## src/ivpt_pkg.sv

```systemverilog
// Shared widths, register indexes and helper functions of the IMU velocity peak tracker.
// No dependencies.
package ivpt_pkg;

  localparam int unsigned AccelW   = 32;
  localparam int unsigned VelW     = 40;
  localparam int unsigned TimeW    = 48;
  localparam int unsigned FracBits = 16;
  localparam int unsigned DecayW   = 17;
  localparam int unsigned DbW      = 31;
  localparam int unsigned AccW     = 81;
  localparam int unsigned ProdW    = 65;
  localparam int unsigned RadW     = 64;
  localparam int unsigned RootW    = 32;
  localparam int unsigned DivW     = 21;
  localparam int unsigned IncW     = 42;
  localparam int unsigned InW      = 3 * AccelW + TimeW;
  localparam int unsigned OutW     = 3 * RootW + 3 * VelW;

  // 2 * 10^6: trapezoid halving folded into the microsecond scale
  localparam logic [DivW-1:0] UsTwice = 21'd2000000;

  localparam logic [DbW-1:0]    DeadbandRst = 31'd9830;
  localparam logic [DecayW-1:0] DecayRst    = 17'd60293;

  typedef logic [2:0] cfg_idx_t;
  localparam cfg_idx_t CfgBiasX    = 3'd0;
  localparam cfg_idx_t CfgBiasY    = 3'd1;
  localparam cfg_idx_t CfgBiasZ    = 3'd2;
  localparam cfg_idx_t CfgDeadband = 3'd3;
  localparam cfg_idx_t CfgDecay    = 3'd4;

  function automatic logic [AccelW-1:0] abs_acc(input logic signed [AccelW-1:0] v);
    abs_acc = v[AccelW-1] ? (~v + 1'b1) : v;
  endfunction

  function automatic logic [VelW-1:0] abs_vel(input logic signed [VelW-1:0] v);
    abs_vel = v[VelW-1] ? (~v + 1'b1) : v;
  endfunction

  // bias subtract, saturate to 32 bits, then deadband
  function automatic logic signed [AccelW-1:0] correct_axis(
    input logic signed [AccelW-1:0] raw,
    input logic signed [AccelW-1:0] bias,
    input logic [DbW-1:0]           db
  );
    logic signed [AccelW:0]   d;
    logic signed [AccelW-1:0] c;
    d = {raw[AccelW-1], raw} - {bias[AccelW-1], bias};
    if (d[AccelW] != d[AccelW-1]) begin
      c = d[AccelW] ? {1'b1, {(AccelW-1){1'b0}}} : {1'b0, {(AccelW-1){1'b1}}};
    end else begin
      c = d[AccelW-1:0];
    end
    if (abs_acc(c) < {1'b0, db}) c = '0;
    correct_axis = c;
  endfunction

endpackage

```

## src/ivpt_isqrt.sv

```systemverilog
// Bit-pair restoring integer square root, one result bit per cycle.
// Depends on ivpt_pkg.
module ivpt_isqrt import ivpt_pkg::*; (
  input  logic             clk_i,
  input  logic             rst_ni,
  input  logic             start_i,
  input  logic [RadW-1:0]  radicand_i,
  output logic             done_o,
  output logic [RootW-1:0] root_o
);

  logic            busy_q, busy_d, done_q, done_d;
  logic [RadW-1:0] n_q, n_d, res_q, res_d, bit_q, bit_d;
  logic [RadW:0]   trial;

  always_comb begin
    trial  = {1'b0, res_q} + {1'b0, bit_q};
    n_d    = n_q;
    res_d  = res_q;
    bit_d  = bit_q;
    busy_d = busy_q;
    done_d = 1'b0;
    if (start_i) begin
      n_d    = radicand_i;
      res_d  = '0;
      bit_d  = RadW'(1) << (RadW - 2);
      busy_d = 1'b1;
    end else if (busy_q) begin
      if ({1'b0, n_q} >= trial) begin
        n_d   = n_q - trial[RadW-1:0];
        res_d = (res_q >> 1) + bit_q;
      end else begin
        res_d = res_q >> 1;
      end
      bit_d = bit_q >> 2;
      if (bit_q[0]) begin
        busy_d = 1'b0;
        done_d = 1'b1;
      end
    end
  end

  always_ff @(posedge clk_i or negedge rst_ni) begin
    if (!rst_ni) begin
      busy_q <= 1'b0;
      done_q <= 1'b0;
    end else begin
      busy_q <= busy_d;
      done_q <= done_d;
    end
  end

  always_ff @(posedge clk_i) begin
    n_q   <= n_d;
    res_q <= res_d;
    bit_q <= bit_d;
  end

  assign done_o = done_q;
  assign root_o = res_q[RootW-1:0];

endmodule

```

## config.mk

```make
export PLATFORM = sky130hd
export DESIGN_NAME = ivpt_isqrt
export DESIGN_NICKNAME = d
export VERILOG_FILES = /design/src/ivpt_pkg.sv /design/src/ivpt_isqrt.sv
export SDC_FILE = /design/constraint.sdc
export NUM_CORES = 1
export LEC_CHECK = 0
export BUFFER_PORTS_ARGS = -buffer_cell sky130_fd_sc_hd__buf_2
export CAP_MARGIN = 15
export CORE_ASPECT_RATIO = 1.25
export CORE_MARGIN = 10
export CORE_UTILIZATION = 50
export CTS_CLUSTER_SIZE = 25
export DETAILED_ROUTE_END_ITERATION = 12
export PLACE_DENSITY = 0.68
export REMOVE_ABC_BUFFERS = 1
export SYNTH_ARGS = -nofsm -noshare
export SYNTH_HDL_FRONTEND = slang
export SYNTH_SLANG_ARGS = --single-unit
```

## constraint.sdc

```tcl
create_clock -name clk_i -period 9.45 [get_ports clk_i]
set_clock_uncertainty 0.05 [all_clocks]
set_input_delay 0 -clock clk_i [delete_from_list [all_inputs] [get_ports clk_i]]
set_output_delay 0 -clock clk_i [all_outputs]
set_load 0.01 [all_outputs]
```

==> Yosys cells after proc, flatten, opt, wreduce, memory -nomap -nowiden <==
Cells that the tools add are included.
{ "classes": {"n_addsub": 3, "mul": 0, "div_mod_pow": 0, "n_lt_le_gt_ge": 1, "n_eq_ne": 0, "shifts": 0, "n_mux": 10, "bitwise_logic": 0, "reduce_logical": 3} }
{ "op_table": {"columns": ["op", "n"], "rows": [
  ["64-bit two-way mux", 4],
  ["64-bit by 63-bit adder with 65-bit output", 1],
  ["64-bit by 65-bit greater-or-equal comparator with 1-bit output", 1],
  ["63-bit by 63-bit adder with 64-bit output", 1],
  ["64-bit subtractor", 1],
  ["1-bit two-way mux", 6],
  ["2-bit nonzero test", 2],
  ["2-bit AND reduction", 1]
]} }
{ "word_totals": {"regBits": 162, "latchBits": 0, "ram_bits": 0, "romBits": 0, "output_inout_bits": 33, "word_cells": 22, "memories": 0} }

==> Depth between registers and ports, before layout <==
{ "depth": {"depth_word": 5, "depth_mapped": 26} }

==> Worst setup path after synthesis <==
OpenSTA, ideal clock, no wires.
{ "synth_timing": {"path_type": "reg-to-reg", "startpoint": "register res_q[2]", "endpoint": "register n_q[0], enable pin", "setup_ns": 0.574, "arrival_ns": 9.196, "slack_ns": -0.370, "stages_incl_launch_ff": 25, "n_path_buf": 3, "period_less_slack_ns": 9.820, "path_cell_list": "dfxtp_1 -> ha_1 -> a31o_2 -> a31oi_1 -> o21ai_2 -> a21boi_1 -> o41a_1 -> o21a_1 -> o31ai_4 -> a311oi_1 -> o21bai_1 -> xnor2_1 -> ha_1 -> buf_2 -> and4_1 -> and3_1 -> nand2_1 -> nor4_1 -> a211o_1 -> o21ai_0 -> a221oi_2 -> buf_4 -> nand2_2 -> buf_2 -> o21ai_0"} }
{ "synth_between": {"elab_chain_cells": 4} }
{ "synth_rtl": {"columns": ["element", "line", "source"], "rows": [
  ["start, declared", "ivpt_isqrt.sv:13", "logic [RadW-1:0] n_q, n_d, res_q, res_d, bit_q, bit_d;"],
  ["start signal, assigned", "ivpt_isqrt.sv:55", "res_q <= res_d;"],
  ["64-bit by 63-bit adder with 65-bit output", "ivpt_isqrt.sv:17", "trial = {1'b0, res_q} + {1'b0, bit_q};"],
  ["64-bit by 65-bit greater-or-equal comparator with 1-bit output", "ivpt_isqrt.sv:29", "if ({1'b0, n_q} >= trial) begin"],
  ["2-bit nonzero test (no line)", null, null],
  ["2-bit AND reduction (no line)", null, null],
  ["end signal, assigned", "ivpt_isqrt.sv:54", "n_q <= n_d;"],
  ["end, declared", "ivpt_isqrt.sv:13", null]
]} }
No other way between the ends.
A chain may end at the register's enable or synchronous reset.

==> Worst setup path after layout <==
{ "layout_timing": {"startpoint": "register bit_q[0]", "endpoint": "register n_q[3], enable pin"} }
{ "layout_between": {"elab_chain_cells": 4} }
{ "layout_rtl": {"columns": ["element", "line", "source"], "rows": [
  ["start, declared", "ivpt_isqrt.sv:13", null],
  ["start signal, assigned", "ivpt_isqrt.sv:56", "bit_q <= bit_d;"],
  ["64-bit by 63-bit adder with 65-bit output", "ivpt_isqrt.sv:17", null],
  ["64-bit by 65-bit greater-or-equal comparator with 1-bit output", "ivpt_isqrt.sv:29", null],
  ["2-bit nonzero test (no line)", null, null],
  ["2-bit AND reduction (no line)", null, null]
]} }
No other way between the ends.

==> metrics <==
tightest slew margin relative to the limit 34.08%; number of stages on the worst hold path 2; Antenna Violating Nets Remaining 0; launching element type of the critical path register; length in cells of the worst reg-to-reg path 25; number of buffers added to fix hold violations after cts 66; slack of the critical path 1.785 ns; total congestion overflow after global routing 0; count of non-filler cells in the finished layout 2416; Synth Area per Inst 7.860 sq um; final critical-path required period 7.665 ns; placer's final routability congestion estimate 0.9243; gate count of the mapped netlist 1951; total via count after detailed routing 14840; Wirelength per Cell 19.62 microns; sequential cell area fraction in the yosys report 25.39%; critical path start-end classification register to register; violation count after the first detailed-route iteration 1168; x dimension of the die 176.6 microns; Port Buffers 99; site row count 71; Final Setup Violations 0; Synth Register Bits 162; area fraction of the dominant cell type after synthesis 12.53%; CTS tree done; most common cell after layout, fill and taps aside nand2_1; largest vdd supply drop 0.0001711 V; Worst Hold End n_q[19]$_DFFE_PP_; Post-Synthesis Cell Area 15330 sq um; proportion of register bits with asynchronous set or reset after synthesis 1.235%; dpl cell area 15710 sq um; power density relative to cell area 268.5 nW/um^2; number of buffers created by CTS 17; number of buffers between clock root and the deepest sink 2; Leak Pwr 6.770 nW; register share of total power 24.7%; sequential standard cell area 3897 sq um; number of cells in the design after placement 2317; fill cell total of the finished layout 2875; library cell occupying the most area in the post-synthesis netlist dfxtp_1; post-layout net count 2199; CTS sink count 162; nature of the critical path endpoint register; count of boundary I/O pins 100; maximum number of pins on one net before global-route repair 87; wire length of the first global-routing pass 75440 microns; launch instance of the worst register-to-register path bit_q[0]$_SDFFE_PP0P_; highest-count cells in the layout ignoring fill and taps nand2_1 (230), nor2_1 (181), a21oi_1 (138); antenna violations before repair 1; vias in the first global route 14530; end of the worst register-to-register path n_q[3]$_DFFE_PP_; Required @ worst endpoint 9.48 ns; unrepaired setup endpoints after global routing no; area of the multi-input gates 10580 sq um; Hold Fails Final Rpt 0; fraction of final layout cells with drive strength greater than 1 9.235%; postcts setup bufs 0; hold path start start_i; Tcrit/Tclk final 81.11%; final core area utilization 56.21%; net load switching power 0.002159 W; HPWL Detailed 35310 microns; Clock transition at path regs 0.08 ns; clock root buffer master clkbuf_16; sw frac 47.38%; # resized after CTS 0; starting density of the core 50.77%; total iterations of the first detailed-routing run 6; number of enable flip-flop cells after synthesis 64; placeable core area 30200 sq um; setup TNS 0 ns; data arrival at the endpoint of the critical path 7.69 ns; synth unique cells 90; sum of routed wire length over all layers 47390 microns; Worst Setup Slack post-DPL 1.936 ns; flop2flop setup slack 1.79 ns; actual slew at the worst max-slew pin 0.9829 ns; run status finished, final reports clean; source-to-sink clock delay at the later pin of the worst-skew pair 0.45 ns; Die Footprint 38120 sq um; path class of the lowest-slack min-delay path primary input to register; internal cell power 0.002399 W; Total Routing Usage GR 24.07%; Vias/cell 6.143; part of the total power dissipated in the clock network 15.9%; height of the die 215.8 microns; combinational share of power 59.4%; prevailing post-synth register cell dfxtp_1; final slew viol count 0; post-route design area 16980 sq um; highest clock frequency the design can meet 130.5 MHz; crit-path max FO 64; H-tree depth reported by CTS 4; final routed DRC violation total 0; max_cap viols 0; Yosys warning total 0; most area-consuming cells after synthesis dfxtp_1 (13%), edfxtp_1 (13%), ha_1 (11%); Layout area overhead 10.72%
## power by group through the flow
stage,registers [W],logic (W),clock network [W]
finish,0.00112,0.00271,0.000726
global route,0.00114,0.00298,0.000762
CTS,0.00112,0.00269,0.000739
detailed placement,0.00114,0.00265,0
global placement,0.00114,0.00262,0
floorplan,0.00111,0.00196,0
## final cells by class
cell class / count / share of cell area (%)
Inverter: 41 / 0.9064
Sequential cell: 162 / 22.96
Timing Repair Buffer: 175 / 7.288
Antenna cell: 1 / 0.01474
Tap cell: 401 / 2.955
Clock buffer: 18 / 2.653
Multi-Input combinational cell: 1604 / 62.34
Clock inverter: 14 / 0.8917
## registers in the layout (all words and copies together) (netlist names)
| name | count |
|---|---|
| n_q | 64 |
| res_q | 64 |
| bit_q | 32 |
| done_o | 1 |
| busy_q | 1 |
## through the flow
step | hold WS, ns | power [W]
final | 0.06352 | 0.004558
after global routing | 0.1050 | 0.004885
after CTS | 0.05748 | 0.004550
after detailed placement | -0.2618 | 0.003785
after global placement | -0.2634 | 0.003757
after floorplan | -0.3456 | 0.003067
## cells in the mapped netlist, types with 10 or more instances
cell type / number
xor2_1: 78
nand3_1: 67
inv_1: 40
o31ai_1: 17
a211oi_1: 42
nand4_1: 37
o22ai_1: 12
o21bai_1: 24
dfxtp_1: 96
and2_1: 17
clkbuf_1: 79
ha_1: 130
nor2b_1: 21
a21o_1: 42
buf_2: 22
o211ai_1: 21
a31oi_1: 51
buf_4: 36
o21a_1: 12
nor2_1: 181
nor3_1: 28
mux2i_1: 38
nand3b_1: 10
and3_1: 19
a31o_2: 14
o21ai_0: 137
a311oi_1: 17
a21oi_1: 138
nand2_1: 230
edfxtp_1: 64
xnor2_1: 80
## routing by layer
| layer | GRT usage (%) | share of wire (%) | vias up |
|---|---|---|---|
| li1 | - | - | 7281 |
| met1 | 26.30 | 40 | 6980 |
| met2 | 43.96 | 52 | 462 |
| met3 | 3.668 | 4.5 | 119 |
| met4 | 11.82 | 4.3 | 0 |
| met5 | 0 | 0 | - |
## how the worst max path moves through the flow
stage	end	cells after the start	start
3_3_place_gp	n_q[27]$_DFFE_PP_	25	bit_q[0]$_SDFFE_PP0P_
4_1_cts	n_q[25]$_DFFE_PP_	25	bit_q[0]$_SDFFE_PP0P_
5_1_grt	n_q[17]$_DFFE_PP_	25	bit_q[0]$_SDFFE_PP0P_
2_1_floorplan	n_q[0]$_DFFE_PP_	21	res_q[2]$_SDFFE_PP0P_
6_report	n_q[3]$_DFFE_PP_	25	bit_q[0]$_SDFFE_PP0P_
3_5_place_dp	n_q[22]$_DFFE_PP_	25	bit_q[0]$_SDFFE_PP0P_
## worst max-delay path, stage by stage (launching register included)
cell and delay (ns):
dfxtp_1 0.36, ha_1 0.22, ha_1 0.21, a21oi_1 0.31, o21bai_1 0.16, a221oi_1 0.59
o21ai_0 0.36, a22o_1 0.33, a221oi_1 0.34, o31a_1 0.26, nor2_1 0.05, o21ai_0 0.19
xor2_1 0.13, ha_1 0.45, and4_1 0.25, and3_1 0.22, nand2_1 0.07, nor4_1 0.30
a211o_1 0.21, o21ai_0 0.18, a221oi_4 0.22, buf_4 0.50, nand2_2 0.08, buf_4 0.30
o21ai_4 0.17, buf_4 0.68
## kinds of logic (layout without fill, tap and decap cells)
kind of cell,after synthesis,after routing,synth area share [%]
buf+inv,185,248,5.736
flops,162,162,25.39
other cells,0,1,0
simple gates,656,656,19.61
xor+xnor,158,158,9.024
mux,42,42,2.774
fa+ha+maj,131,131,10.74
compound gates,617,617,26.73
Power figures use the tool's default switching activity.
